### config.mk
export PLATFORM = sky130hd
export DESIGN_NAME = gpio_port_register_block
export DESIGN_NICKNAME = d
export VERILOG_FILES = /design/src/rtl/gpio_pkg.sv /design/src/rtl/gpio_port_register_block.sv
export SDC_FILE = /design/constraint.sdc
export NUM_CORES = 1
export LEC_CHECK = 0
export BUFFER_PORTS_ARGS = -buffer_cell sky130_fd_sc_hd__buf_2
export CORE_MARGIN = 2
export CORE_UTILIZATION = 25
export CTS_CLUSTER_SIZE = 25
export DETAILED_ROUTE_END_ITERATION = 12
export HOLD_SLACK_MARGIN = 0.08
export PLACE_DENSITY_LB_ADDON = 0.1
export SLEW_MARGIN = 30
export SYNTH_ARGS = -nofsm -noshare
export SYNTH_HDL_FRONTEND = slang
export SYNTH_SLANG_ARGS = --single-unit
### constraint.sdc
create_clock -name clk -period 6.5 [get_ports clk]
set_input_delay 1.3 -clock clk [delete_from_list [all_inputs] [get_ports clk]]
set_output_delay 1.3 -clock clk [all_outputs]
set_load 0.1 [all_outputs]
### src/rtl/gpio_pkg.sv
`timescale 1ns / 1ps
// ============================================================================
// gpio_pkg
// Shared types, register codes and pin masks of the GPIO port register block.
// ============================================================================
package gpio_pkg;

    // Number of implemented pins, from 1 to 16.
    localparam int PIN_COUNT = 16;

    // Alternate-function pins held in the low and high select words.
    localparam int ALT_LOW_PINS  = (PIN_COUNT > 8) ? 8 : PIN_COUNT;
    localparam int ALT_HIGH_PINS = (PIN_COUNT > 8) ? PIN_COUNT - 8 : 0;

    // Masks of the bits that belong to implemented pins.
    localparam logic [15:0] PIN_MASK1 = 16'((64'd1 << PIN_COUNT) - 64'd1);
    localparam logic [31:0] PIN_MASK2 = 32'((64'd1 << (2 * PIN_COUNT)) - 64'd1);
    localparam logic [31:0] ALT_LOW_MASK  = 32'((64'd1 << (4 * ALT_LOW_PINS)) - 64'd1);
    localparam logic [31:0] ALT_HIGH_MASK = 32'((64'd1 << (4 * ALT_HIGH_PINS)) - 64'd1);

    typedef enum logic [1:0] {
        ACT_IDLE  = 2'd0,
        ACT_READ  = 2'd1,
        ACT_WRITE = 2'd2
    } action_t;

    typedef enum logic [3:0] {
        REG_MODE     = 4'd0,
        REG_TYPE     = 4'd1,
        REG_SPEED    = 4'd2,
        REG_PULL     = 4'd3,
        REG_INPUT    = 4'd4,
        REG_OUTPUT   = 4'd5,
        REG_SETRESET = 4'd6,
        REG_LOCK     = 4'd7,
        REG_ALTLOW   = 4'd8,
        REG_ALTHIGH  = 4'd9
    } reg_index_t;

    // Two-bit field codes.
    localparam logic [1:0] FIELD_01 = 2'b01;
    localparam logic [1:0] FIELD_10 = 2'b10;
    localparam logic [1:0] FIELD_11 = 2'b11;

    // One bit per pin whose two-bit field in the word equals the code.
    function automatic logic [15:0] pins_with(input logic [31:0] word,
                                              input logic [1:0] code);
        logic [15:0] m;
        m = '0;
        for (int n = 0; n < 16; n++) begin
            m[n] = (word[2*n +: 2] == code);
        end
        return m & PIN_MASK1;
    endfunction

endpackage

### src/rtl/gpio_port_register_block.sv
`timescale 1ns / 1ps
// ============================================================================
// gpio_port_register_block
// Register file and pin control decode of a 16-pin general purpose I/O port.
// ============================================================================
// Each request on the input channel carries one bus access (idle, read or
// write), a register index, the write data and the sampled pad levels. For
// every request exactly one result appears on the output channel: the read
// word (zero unless the request was a read) and the full set of pin control
// signals, formed from the register state after the request's own write.
//
// The request is first captured in an input register, where the access is
// decoded. As it moves on, the configuration registers are updated and
// the result is written into the output register, where it waits to be
// taken. One request is accepted every cycle while the output side
// keeps taking results; the single input stage and the output register
// decouple the two channels.
//
// When the receiver stalls, the result holds in the output register and the
// captured request waits in the input register; in_stall rises only when
// both are occupied. Reset clears every configuration register to zero (all
// pins inputs, push-pull, no pulls, outputs low) and empties both stages.
// ============================================================================
module gpio_port_register_block
(
    input  logic        clk,
    input  logic        rst_n,

    input  logic        in_valid,
    output logic        in_stall,
    input  logic [1:0]  action,
    input  logic [3:0]  reg_index,
    input  logic [31:0] write_data,
    input  logic [15:0] pad_levels,

    output logic        out_valid,
    input  logic        out_stall,
    output logic [31:0] read_data,
    output logic [15:0] drive_levels,
    output logic [15:0] output_enable,
    output logic [15:0] alt_function_mask,
    output logic [15:0] analog_mask,
    output logic [15:0] open_drain,
    output logic [15:0] pull_up,
    output logic [15:0] pull_down,
    output logic [31:0] speed_bits,
    output logic [31:0] alt_select_low,
    output logic [31:0] alt_select_high
);

    // Input stage.
    logic        s1_valid_reg;
    logic [1:0]  act_reg;
    logic [3:0]  idx_reg;
    logic [31:0] wdata_reg;
    logic [15:0] pads_reg;

    // Configuration registers.
    logic [31:0] mode_reg,     mode_next;
    logic [15:0] type_reg,     type_next;
    logic [31:0] speed_reg,    speed_next;
    logic [31:0] pull_reg,     pull_next;
    logic [15:0] output_reg,   output_next;
    logic [31:0] alt_low_reg,  alt_low_next;
    logic [31:0] alt_high_reg, alt_high_next;

    // Output stage.
    logic        out_valid_reg;
    logic [31:0] rdata_reg, rdata_next;
    logic [15:0] drive_reg;
    logic [15:0] oe_reg;
    logic [15:0] af_reg;
    logic [15:0] an_reg;
    logic [15:0] od_reg;
    logic [15:0] pu_reg;
    logic [15:0] pd_reg;
    logic [31:0] spd_reg;
    logic [31:0] asl_reg;
    logic [31:0] ash_reg;

    logic        in_accept;
    logic        s1_take;
    logic [15:0] set_bits;
    logic [15:0] clr_bits;

    // The captured request moves on when the output register is free or
    // its result is being taken in this cycle.
    assign s1_take   = s1_valid_reg && (!out_valid_reg || !out_stall);
    assign in_stall  = s1_valid_reg && !s1_take;
    assign in_accept = in_valid && !in_stall;

    assign set_bits = wdata_reg[15:0];
    assign clr_bits = wdata_reg[31:16];

    // Register update and read selection for the request in the input stage.
    always_comb
    begin
        mode_next     = mode_reg;
        type_next     = type_reg;
        speed_next    = speed_reg;
        pull_next     = pull_reg;
        output_next   = output_reg;
        alt_low_next  = alt_low_reg;
        alt_high_next = alt_high_reg;
        rdata_next    = '0;

        if (act_reg == gpio_pkg::ACT_READ)
        begin
            case (idx_reg)
                gpio_pkg::REG_MODE:    rdata_next = mode_reg;
                gpio_pkg::REG_TYPE:    rdata_next = {16'd0, type_reg};
                gpio_pkg::REG_SPEED:   rdata_next = speed_reg;
                gpio_pkg::REG_PULL:    rdata_next = pull_reg;
                // The input word always shows the pads of this same request.
                gpio_pkg::REG_INPUT:   rdata_next = {16'd0, pads_reg & gpio_pkg::PIN_MASK1};
                gpio_pkg::REG_OUTPUT:  rdata_next = {16'd0, output_reg};
                gpio_pkg::REG_ALTLOW:  rdata_next = alt_low_reg;
                gpio_pkg::REG_ALTHIGH: rdata_next = alt_high_reg;
                default:               rdata_next = '0;
            endcase
        end
        else if (act_reg == gpio_pkg::ACT_WRITE)
        begin
            case (idx_reg)
                gpio_pkg::REG_MODE:    mode_next   = wdata_reg & gpio_pkg::PIN_MASK2;
                gpio_pkg::REG_TYPE:    type_next   = wdata_reg[15:0] & gpio_pkg::PIN_MASK1;
                gpio_pkg::REG_SPEED:   speed_next  = wdata_reg & gpio_pkg::PIN_MASK2;
                gpio_pkg::REG_PULL:    pull_next   = wdata_reg & gpio_pkg::PIN_MASK2;
                gpio_pkg::REG_OUTPUT:  output_next = wdata_reg[15:0] & gpio_pkg::PIN_MASK1;
                // Set takes priority over clear for the same bit.
                gpio_pkg::REG_SETRESET:
                    output_next = ((output_reg & ~clr_bits) | set_bits)
                                  & gpio_pkg::PIN_MASK1;
                gpio_pkg::REG_ALTLOW:  alt_low_next  = wdata_reg & gpio_pkg::ALT_LOW_MASK;
                gpio_pkg::REG_ALTHIGH: alt_high_next = wdata_reg & gpio_pkg::ALT_HIGH_MASK;
                default:               ;
            endcase
        end
    end

    // Control state of both stages.
    always_ff @(posedge clk or negedge rst_n)
    begin
        if (!rst_n)
        begin
            s1_valid_reg  <= 1'b0;
            out_valid_reg <= 1'b0;
        end
        else
        begin
            if (in_accept)
            begin
                s1_valid_reg <= 1'b1;
            end
            else if (s1_take)
            begin
                s1_valid_reg <= 1'b0;
            end

            if (s1_take)
            begin
                out_valid_reg <= 1'b1;
            end
            else if (!out_stall)
            begin
                out_valid_reg <= 1'b0;
            end
        end
    end

    // Configuration registers change only as a request leaves the input stage.
    always_ff @(posedge clk or negedge rst_n)
    begin
        if (!rst_n)
        begin
            mode_reg     <= '0;
            type_reg     <= '0;
            speed_reg    <= '0;
            pull_reg     <= '0;
            output_reg   <= '0;
            alt_low_reg  <= '0;
            alt_high_reg <= '0;
        end
        else if (s1_take)
        begin
            mode_reg     <= mode_next;
            type_reg     <= type_next;
            speed_reg    <= speed_next;
            pull_reg     <= pull_next;
            output_reg   <= output_next;
            alt_low_reg  <= alt_low_next;
            alt_high_reg <= alt_high_next;
        end
    end

    // Request payload capture.
    always_ff @(posedge clk)
    begin
        if (in_accept)
        begin
            act_reg   <= action;
            idx_reg   <= reg_index;
            wdata_reg <= write_data;
            pads_reg  <= pad_levels;
        end
    end

    // Result payload, formed from the updated register state.
    always_ff @(posedge clk)
    begin
        if (s1_take)
        begin
            rdata_reg <= rdata_next;
            drive_reg <= output_next;
            oe_reg    <= gpio_pkg::pins_with(mode_next, gpio_pkg::FIELD_01);
            af_reg    <= gpio_pkg::pins_with(mode_next, gpio_pkg::FIELD_10);
            an_reg    <= gpio_pkg::pins_with(mode_next, gpio_pkg::FIELD_11);
            od_reg    <= type_next;
            pu_reg    <= gpio_pkg::pins_with(pull_next, gpio_pkg::FIELD_01);
            pd_reg    <= gpio_pkg::pins_with(pull_next, gpio_pkg::FIELD_10);
            spd_reg   <= speed_next;
            asl_reg   <= alt_low_next;
            ash_reg   <= alt_high_next;
        end
    end

    assign out_valid         = out_valid_reg;
    assign read_data         = rdata_reg;
    assign drive_levels      = drive_reg;
    assign output_enable     = oe_reg;
    assign alt_function_mask = af_reg;
    assign analog_mask       = an_reg;
    assign open_drain        = od_reg;
    assign pull_up           = pu_reg;
    assign pull_down         = pd_reg;
    assign speed_bits        = spd_reg;
    assign alt_select_low    = asl_reg;
    assign alt_select_high   = ash_reg;

endmodule

==> Yosys cells after proc, flatten, opt, wreduce, memory -nomap -nowiden <==
Index checks and enable logic that the tools add are counted.
{ "classes": {"n_eq_ne": 91, "muxes": 26, "bitwise_logic": 3, "reduce_logical": 10} }
{ "ops": {"columns": ["operator", "count"], "rows": [
  ["$mux W32", 15],
  ["$pmux W32 S8", 1],
  ["$eq A2 B2 Y1 const B", 49],
  ["$mux W16", 5],
  ["$eq A2 B1 Y1 const B", 33],
  ["$pmux W16 S2", 1],
  ["$and A16 B16 Y16", 1],
  ["$not A16 Y16", 1],
  ["$or A16 B16 Y16", 1],
  ["$eq A4 B3 Y1 const B", 3],
  ["$eq A4 B2 Y1 const B", 2],
  ["$eq A4 B4 Y1 const B", 2],
  ["$eq A4 B1 Y1 const B", 1],
  ["$logic_not A1 Y1", 4],
  ["$logic_not A4 Y1", 1],
  ["$mux W1", 4],
  ["$logic_and A1 B1 Y1", 3],
  ["$ne A2 B1 Y1 const B", 1],
  ["$reduce_bool A2 Y1", 1],
  ["$logic_or A1 B1 Y1", 1]
]} }
{ "totals": {"regBits": 488, "in_bits": 58, "out_inout_bits": 242, "elab_cells": 154} }

==> Longest topological paths before layout <==
Gate-level depths: netlist of the first run.
{ "logic_depth": {"ltp_word": 8, "depth_mapped": 7, "ltp_nobuf": 4} }

==> Least setup slack after synthesis of the first run <==
No wires, ideal clock.
{ "synth_timing": {"path_type": "input-to-reg", "start": "input port out_stall", "end": "register pull_reg[21]", "setup_time_ns": 0.128, "arrival_time_ns": 6.692, "required_time_ns": 6.372, "setup_slack_ns": -0.320, "cell_stages": 4, "path_buffers": 1, "cell_sequence": "a21boi_4 > nand3_1 > buf_2 > mux2_1"} }
{ "synth_between": {"elab_chain_cells": 3} }
{ "synth_rtl": {"columns": ["item", "line_no", "source"], "rows": [
  ["from (decl)", "gpio_port_register_block.sv:37", "input logic out_stall,"],
  ["$logic_not A1 Y1", null, null],
  ["$logic_or A1 B1 Y1", "gpio_port_register_block.sv:88", "assign s1_take = s1_valid_reg && (!out_valid_reg || !out_stall);"],
  ["$logic_and A1 B1 Y1", "gpio_port_register_block.sv:88", null],
  ["to (signal assigned)", "gpio_port_register_block.sv:189", "pull_reg <= pull_next;"],
  ["to (decl)", "gpio_port_register_block.sv:62", "logic [31:0] pull_reg, pull_next;"]
]} }
Every way passes these cells.
A chain may end at the register's enable or synchronous reset.

==> Final worst setup path of the first run <==
{ "layout_timing": {"start": "register idx_reg[3]", "end": "register speed_reg[25]"} }
{ "layout_between": {"elab_chain_cells": 4} }
{ "layout_rtl": {"columns": ["item", "line_no", "source"], "rows": [
  ["from (decl)", "gpio_port_register_block.sv:54", "logic [3:0] idx_reg;"],
  ["from (signal assigned)", "gpio_port_register_block.sv:202", "idx_reg <= reg_index;"],
  ["$eq A4 B2 Y1", "gpio_port_register_block.sv:124", "case (idx_reg)"],
  ["$mux W32", "gpio_port_register_block.sv:124", null],
  ["$mux W32", "gpio_port_register_block.sv:122", "else if (act_reg == gpio_pkg::ACT_WRITE)"],
  ["$mux W32", "gpio_port_register_block.sv:107", "if (act_reg == gpio_pkg::ACT_READ)"],
  ["to (signal assigned)", "gpio_port_register_block.sv:188", "speed_reg <= speed_next;"],
  ["to (decl)", "gpio_port_register_block.sv:61", "logic [31:0] speed_reg, speed_next;"]
]} }
Every way passes these cells.

==> results of run 1 <==
-- power by group through the flow --
stage / clock, W / combinational, W / sequential [W]
finish: 0.00343 / 0.00189 / 0.00408
global route: 0.00365 / 0.00197 / 0.00413
CTS: 0.00354 / 0.00191 / 0.00409
detailed placement: 0 / 0.00190 / 0.00415
global placement: 0 / 0.00189 / 0.00415
floorplan: 0 / 0.000521 / 0.00514
-- area by class of cell --
cell class                 instances  area share
clock inverter                    38     0.01735
inverter                           4   0.0005850
antenna                            1  0.00009750
multi-input combinational        798      0.2682
clock buffer                      70     0.06030
tap                             1080     0.05265
sequential                       488      0.5331
timing repair buffer             325     0.06766
-- path summary, 6_finish.rpt --
| kind | start | to | depth (start not counted) |
|---|---|---|---|
| worst max-delay path | idx_reg[3]$_DFFE_PP_ | speed_reg[25]$_DFFE_PN0P_ | 5 |
| worst min-delay path | s1_valid_reg$_DFFE_PN0P_ | out_valid$_DFFE_PN0P_ | 1 |
| worst max register to register | idx_reg[3]$_DFFE_PP_ | speed_reg[25]$_DFFE_PN0P_ | 5 |
| worst min register to register | s1_valid_reg$_DFFE_PN0P_ | out_valid$_DFFE_PN0P_ | 1 |
| max in group asynchronous | rst_n | type_reg[12]$_DFFE_PN0P_ | 2 |
| min in group asynchronous | rst_n | pull_reg[24]$_DFFE_PN0P_ | 1 |
-- routing by layer --
layer / GRT usage / share of wire / up-vias
met4: 0.03372 / 0.014 / 0
met2: 0.2669 / 0.46 / 356
met5: 0 / 0 / -
met3: 0.03107 / 0.049 / 60
met1: 0.2399 / 0.47 / 6944
li1: - / - / 5917
-- logic make-up after synthesis --
| group | count (synthesis) | synth area share |
|---|---|---|
| DFF | 488 | 0.6494 |
| muxes | 342 | 0.1821 |
| and+or+nand+nor | 202 | 0.06123 |
| AOI/OAI and AO/OA | 253 | 0.07952 |
| xor gates and xnor gates | 1 | 0.0004158 |
| buffers and inverters | 117 | 0.02726 |
-- stage by stage --
step	std cells	hold slack [ns]	cell area (um2)
6_report	2804	0.4818	25670
5_1_grt	2803	0.5021	25660
4_1_cts	2802	0.4877	25640
3_5_place_dp	2694	0.4740	23640
3_3_place_gp	2694	0.4725	23620
2_1_floorplan	1403	0.4506	21080
-- synthesized netlist by cell type (all sizes together) (22+ instances only) --
cell    number  area (um2)
nand2       36       140.1
o21ai      115       575.6
nand3b      65       488.0
a22o        44       385.4
clkbuf      55       206.5
edfxtp     294        8828
nand3       22       132.6
a22oi       30       225.2
dfrtp      194        4855
buf         58       352.8
nand2b      38       240.2
mux2       331        3727
a21oi       26       130.1
==> flow_summary.yaml, run 1 <==
setup_path:
  cp_max_fo: 17
  slowest_stage: "edfxtp_1"
  cp_common_cell: "buf_4"
  r2r_setup_slack_ns: 2.96
  crit_buf_inv: 2
  path_cells: "buf_4 -> nor3_4 -> nand3_2 -> buf_4 -> mux2_1"
  worstSetupStartpointType: "flop"
  path_class: "reg2reg"
  critPathTopFamily: "simple AND/OR/NAND/NOR gates"
  crit_path_max_incr_delay_ns: 0.75
  required_ns: 6.98
  endpoint_kind: "flop"
  cp_data_arrival_time_ns: 4.02
die:
  num_rows: 106
  die_w_um: 294.3
  dieArea_um2: 86610
  ios: 300
  coreArea_um2: 83560
  initial_core_util: 0.2522
  fp.dieH_um: 294.3
power:
  p_int_w: 0.006253
  p_clk_frac: 0.365
  pwr-share-seq: 0.435
  total_power_w: 0.009401
  pwr-share-comb: 0.201
  peakVddDrop_v: 0.0001939
  powerDensity_nw_per_um2: 366.3
  power.leakage_nw: 10.61
  swShare: 0.3349
  switching_power_w: 0.003148
timing:
  worst_slack_ns: 2.957
  relSlewSlack: 0.3735
  min_period_ns: 3.543
  fmax_mhz: 282.3
  rsz0062_at_grt: "false"
  setup_violations: 0
  report.final.slew_viol_count: 0
  fin_crit_sh: 0.5451
  hold_viol_final: 0
  fin_skew_ns: 0.02358
  tightest_slew_ns: 0.9346
  tns_ns: 0
drt:
  drt-wirelength-per-cell_um: 26.52
  drt-initial-drc-count: 955
  antenna_left: 0
  firstDrtPassIters: 5
  post-route-drc-count: 0
  route.vias.total: 13277
  drt_wl_total_mm: 74.36
  viasPerCell: 4.735
clock_network:
  clk_latency_ns: 0.62
  ctsHtreeMaxLevel: 2
  cts_hold_buf: 0
  cts.reportedPaths.clkPinSlew_ns: 0.06
  cts_tree: "done"
  ctsResizeCount: 0
  cts_root_buf: "clkbuf_16"
  cts.sinks: 488
  clock_path_buffers: 3
  cts_setup_buffers: 0
  cts_made_buffers: 57
place:
  dp_hpwl_mm: 49.92
  post-place-ws_ns: 2.444
  io_buffer_count: 299
  gp_congestion: 0.7285
cells_and_area:
  nets: 1732
  n_fill_cell: 8505
  layout-drive-gt1-share: 0.4202
  final_cell_mix: "298 x buf_2, 294 x edfxtp_1, 281 x mux2_2"
  layout_commonest_cell: "buf_2"
  multi_input_area_um2: 6884
  syn2layout_area_growth_pct: 21.82
  final_core_util: 0.3072
  seqCellArea_um2: 13680
synth:
  ys_ff_latch: 488
  avgSynthCellArea_um2: 15.02
  netlist_area_um2: 21070
  syn_nets: 1461
  synth_edf_count: 294
  ys_types: 56
  synth_async_sr_flop_share: 0.3975
  ys_seq_area_frac: 0.6494
  postSynthCellCount: 1403
  yosysWarningCount: 0
  ys.flop_type: "edfxtp_1"
grt:
  grt_pass1_wl_mm: 104.1
  grt_max_degree: 117
  grt_pass1_vias: 13528
  grt_overflow_total: 0
  grt_usage: 0.1684
  grt_antenna_before_repair: 2
flow_run:
  drv_cap: 0
min_path:
  hold_path_class: "reg2reg"
run_status:
  status: "finished, final reports clean"
(Power assumes the default switching activity.)
==> inputs of run 2 (changes only) <==
clock period = 2.9 ns   (was 6.5 ns; I/O delays follow)
==> flow_summary.yaml, run 2 (same netlist as run 1, synthesis figures left out) <==
grt:
  grt_antenna_before_repair: 2
  grt_max_degree: 108
  grt_pass1_vias: 13672
  grt_overflow_total: 0
  grt_usage: 0.1693
  grt_pass1_wl_mm: 104.9
setup_path:
  path_class: "reg2reg"
  slowest_stage: "edfxtp_1"
  cp_max_fo: 32
  worst_r2r_path_depth: 5
  endpoint_kind: "flop"
  required_ns: 3.26
  cp_data_arrival_time_ns: 2.80
  crit_path_max_incr_delay_ns: 0.55
  worstSetupStartpointType: "flop"
  path_cells: "buf_4 -> nand2b_2 -> or2_2 -> o21ai_0 -> a22o_1"
clock_network:
  cts.sinks: 488
  cts_made_buffers: 57
  clock_path_buffers: 3
  ctsResizeCount: 0
  ctsHtreeMaxLevel: 2
  cts_setup_buffers: 0
  cts_tree: "done"
  cts.reportedPaths.clkPinSlew_ns: 0.07
  clk_latency_ns: 0.62
  cts_root_buf: "clkbuf_16"
  cts_hold_buf: 1
timing:
  hold_viol_final: 0
  rsz0062_at_grt: "false"
  tightest_slew_ns: 0.7672
  report.final.slew_viol_count: 0
  relSlewSlack: 0.4885
  fmax_mhz: 409.4
  fin_skew_ns: 0.01592
  setup_violations: 0
  min_period_ns: 2.443
  tns_ns: 0
  fin_crit_sh: 0.8423
run_status:
  status: "finished, final reports clean"
cells_and_area:
  multi_input_area_um2: 6878
  layout.cells.non_filler: 2833
  n_antenna_cell: 0
  final_cell_mix: "298 x buf_2, 294 x edfxtp_1, 281 x mux2_2"
  layout-drive-gt1-share: 0.4261
  n_fill_cell: 8386
  layout_commonest_cell: "buf_2"
  nets: 1764
  syn2layout_area_growth_pct: 23.08
  seqCellArea_um2: 13680
power:
  pwr-share-seq: 0.440
  total_power_w: 0.02083
  peakVddDrop_v: 0.0004153
  switching_power_w: 0.007033
  powerDensity_nw_per_um2: 803.2
  power.leakage_nw: 10.77
  p_clk_frac: 0.354
  swShare: 0.3377
  pwr-share-comb: 0.205
  p_int_w: 0.01379
min_path:
  hold_depth: 1
  hold_path_class: "in2reg"
place:
  place_inst: 2726
  io_buffer_count: 299
  dp_hpwl_mm: 51.42
  gp_congestion: 0.7797
drt:
  wirelength_met1_mm: 35.29
  drt-wirelength-per-cell_um: 26.29
  post-route-drc-count: 0
  drt-initial-drc-count: 958
  firstDrtPassIters: 6
  drt_wl_total_mm: 74.48
  routed.top_layer: "met4"
  route.vias.total: 13409
  wl_met2_mm: 34.65
  viasPerCell: 4.733
  wl_met3_mm: 3.348
  antenna_left: 0
die:
  coreArea_um2: 83560
  die_w_um: 294.3
  ios: 300
  fp.dieH_um: 294.3
  dieArea_um2: 86610
  initial_core_util: 0.2522
  num_rows: 106
flow_run:
  drv_cap: 0
-- run 2: critical path, delay by kind of cell, from the launching register on --
kind / cells / cell delay (ns)
buf+inv: 1 / 0.40
simple gates: 2 / 0.84
compound gates: 2 / 0.36
flops: 1 / 0.55
-- run 2: worst paths after layout --
check                                       endpoint  slack [ns]                     start
min in group asynchronous  speed_reg[26]$_DFFE_PN0P_        0.56                     rst_n
min                            pads_reg[5]$_DFFE_PP_        0.15             pad_levels[5]
max reg2reg                drive_levels[7]$_DFFE_PP_        0.46      idx_reg[3]$_DFFE_PP_
max                        drive_levels[7]$_DFFE_PP_        0.46      idx_reg[3]$_DFFE_PP_
min reg2reg                    out_valid$_DFFE_PN0P_        0.48  s1_valid_reg$_DFFE_PN0P_
max in group asynchronous      out_valid$_DFFE_PN0P_        1.65                     rst_n
-- run 2: final cells by class --
| type | count | share of cell area |
|---|---|---|
| repair buffers | 357 | 0.08168 |
| flip-flops and latches | 488 | 0.5277 |
| clock buffers | 72 | 0.05872 |
| well taps | 1080 | 0.05211 |
| inverters | 4 | 0.0005790 |
| multi-input cells | 798 | 0.2652 |
| clock inverters | 34 | 0.01399 |
-- run 2: per-layer routing --
metal,up-vias,track usage
met5,-,0
met4,0,0.03360
met3,90,0.02835
met2,368,0.2723
met1,6957,0.2400
li1,5994,-
-- run 2: power groups by stage --
| stage | Clock, W | Combinational, W | Sequential [W] |
|---|---|---|---|
| 2_1_floorplan | 0 | 0.00118 | 0.0115 |
| 3_3_place_gp | 0 | 0.00429 | 0.00932 |
| 3_5_place_dp | 0 | 0.00431 | 0.00932 |
| 4_1_cts | 0.00762 | 0.00433 | 0.00919 |
| 5_1_grt | 0.00791 | 0.00447 | 0.00927 |
| 6_report | 0.00738 | 0.00427 | 0.00917 |
-- run 2: stage by stage --
step | setup WS, ns | hold WS (ns) | instance area (um2) | utilization
final | 0.4572 | 0.1466 | 25930 | 0.3104
after floorplan | -3.431 | 0.2844 | 21100 | -
after global placement | 0.5452 | 0.4588 | 24040 | 0.2877
after detailed placement | 0.4823 | 0.4723 | 24040 | 0.2877
after global routing | 0.3074 | 0.1065 | 25930 | 0.3104
after CTS | 0.4555 | 0.1003 | 25930 | 0.3104
==> inputs of run 3 (changes only) <==
ABC_AREA = 1   (was not set)
clock period = 2.5 ns   (was 2.9 ns; I/O delays follow)
==> flow_summary.yaml, run 3 <==
run_status:
  status: "finished, final reports clean"
timing:
  hold_viol_final: 0
  setup_violations: 0
  report.final.slew_viol_count: 0
  worst_slack_ns: 0.2410
  hold_ws_ns: 0.1224
  tns_ns: 0
  rsz0062_at_grt: "false"
  fin_crit_sh: 0.9036
  fin_skew_ns: 0.02602
  tightest_slew_ns: 0.8460
  fmax_mhz: 442.7
  min_period_ns: 2.259
  relSlewSlack: 0.4354
clock_network:
  cts.sinks: 488
  clk_latency_ns: 0.63
  ctsHtreeMaxLevel: 2
  ctsResizeCount: 0
  cts_made_buffers: 57
  cts_root_buf: "clkbuf_16"
  cts.reportedPaths.clkPinSlew_ns: 0.06
  cts_setup_buffers: 0
  clock_path_buffers: 3
  cts_hold_buf: 48
  cts_tree: "done"
setup_path:
  endpoint_kind: "flop"
  r2r_setup_slack_ns: 0.24
  cp_max_fo: 32
  cp_data_arrival_time_ns: 2.69
  worstSetupStartpointType: "flop"
  required_ns: 2.93
  path_class: "reg2reg"
grt:
  use_met1: 0.2591
  busiest_layer: "met1"
  grt_pass1_vias: 15423
  grt_usage: 0.1712
  grt_overflow_total: 0
  grt_antenna_before_repair: 3
  grt_pass1_wl_mm: 107.4
  grt_max_degree: 81
  grt_use_met3: 0.02875
  met2_usage: 0.2537
synth:
  ys_ff_latch: 488
  synth_edf_count: 294
  synth_top_family_by_area: "simple AND/OR/NAND/NOR gates"
  netlist_top_cells_count: "811 x nand2_1, 294 x edfxtp_1, 194 x dfrtp_1"
  syn_nets: 2159
  synth_area_leaders: "edfxtp_1 43%, dfrtp_1 24%, nand2_1 15%"
  synthAdderAreaFrac: 0
  ys_seq_area_frac: 0.6657
  netlist_area_um2: 20550
  yosysMostFrequentCell: "nand2_1"
  synth_top_area_share: 0.4295
  muxShareOfSynthArea: 0
  synth_compound_area_frac: 0.08145
  synthDominantAreaCellType: "edfxtp_1"
  synth_async_sr_flop_share: 0.3975
  yosysWarningCount: 0
  ys.flop_type: "edfxtp_1"
  synth-xor-area-share: 0
  postSynthCellCount: 2101
  ys_types: 24
  synth-simple-area-share: 0.2101
  avgSynthCellArea_um2: 9.783
drt:
  firstDrtPassIters: 5
  viasPerCell: 4.453
  route.vias.total: 15889
  drt-wirelength-per-cell_um: 20.58
  post-route-drc-count: 0
  antenna_left: 0
  drt-initial-drc-count: 1496
  drt_wl_total_mm: 73.43
power:
  pwr-share-seq: 0.384
  peakVddDrop_v: 0.0005859
  p_int_w: 0.01879
  pwr-share-comb: 0.355
  power.leakage_nw: 11.54
  switching_power_w: 0.01463
  swShare: 0.4377
  powerDensity_nw_per_um2: 1287
  p_clk_frac: 0.261
place:
  postPlaceCellArea_um2: 23540
  dp_hpwl_mm: 52.09
  post-place-ws_ns: 0.3338
  gp_congestion: 0.8067
  place_inst: 3411
  io_buffer_count: 299
cells_and_area:
  n_antenna_cell: 0
  n_fill_cell: 8470
  multi_input_area_um2: 6012
  layout_commonest_cell: "nand2_1"
  final_cell_mix: "810 x nand2_1, 298 x buf_2, 294 x edfxtp_1"
  syn2layout_area_growth_pct: 26.32
  layout.cells.non_filler: 3568
  layout-drive-gt1-share: 0.1938
  design_area_um2: 25960
  seqCellArea_um2: 13680
  nets: 2507
die:
  num_rows: 105
  coreArea_um2: 81720
  die_w_um: 290.7
  fp.dieH_um: 290.7
  dieArea_um2: 84520
  initial_core_util: 0.2515
  ios: 300
min_path:
  hold_path_class: "in2reg"
flow_run:
  drv_cap: 0
run 3: routing by layer:
| layer | up-vias | share of wire |
|---|---|---|
| met3 | 73 | 0.056 |
| met2 | 486 | 0.43 |
| li1 | 7629 | - |
| met4 | 0 | 0.019 |
| met5 | - | 0 |
| met1 | 7701 | 0.49 |
run 3: worst max-delay path, stage by stage, from the launching register on:
cell,delay [ns]
edfxtp_1,0.48
nor2_2,0.30
nand2_2,0.11
buf_4,0.27
o21ai_0,0.57
nor2_1,0.09
a21oi_1,0.25
run 3: path summary, 6_finish.rpt:
kind	start	to	cells after the start
max	idx_reg[2]$_DFFE_PP_	read_data[18]$_SDFFCE_PN0P_	6
min	reg_index[2]	idx_reg[2]$_DFFE_PP_	1
max reg2reg	idx_reg[2]$_DFFE_PP_	read_data[18]$_SDFFCE_PN0P_	6
min reg2reg	mode_reg[30]$_DFFE_PN0P_	mode_reg[30]$_DFFE_PN0P_	2
max in group asynchronous	rst_n	speed_reg[1]$_DFFE_PN0P_	3
min in group asynchronous	rst_n	mode_reg[20]$_DFFE_PN0P_	2
run 3: logic make-up after synthesis:
logic type / after synthesis
compound gates: 319
buf+inv: 218
flops: 488
simple gates: 1076
run 3: power groups by stage:
stage,logic (W),registers (W),clock network [W]
2_1_floorplan,0.00353,0.0185,0
3_3_place_gp,0.0118,0.0130,0
3_5_place_dp,0.0119,0.0130,0
4_1_cts,0.0120,0.0129,0.00901
5_1_grt,0.0128,0.0131,0.00934
6_report,0.0119,0.0128,0.00874
run 3: final cells by class:
type,count,share of cell area
Clock buffer,73,0.05961
Tap cell,1070,0.05157
Clock inverter,35,0.01494
Sequential cell,488,0.5271
Inverter,108,0.01590
Multi-Input combinational cell,1395,0.2316
Timing Repair Buffer,399,0.09933
run 3: metrics by stage:
step           utilization  total power, W
2_1_floorplan            -         0.02205
3_3_place_gp        0.2880         0.02472
3_5_place_dp        0.2880         0.02485
4_1_cts             0.3176         0.03383
5_1_grt             0.3177         0.03522
6_report            0.3177         0.03342
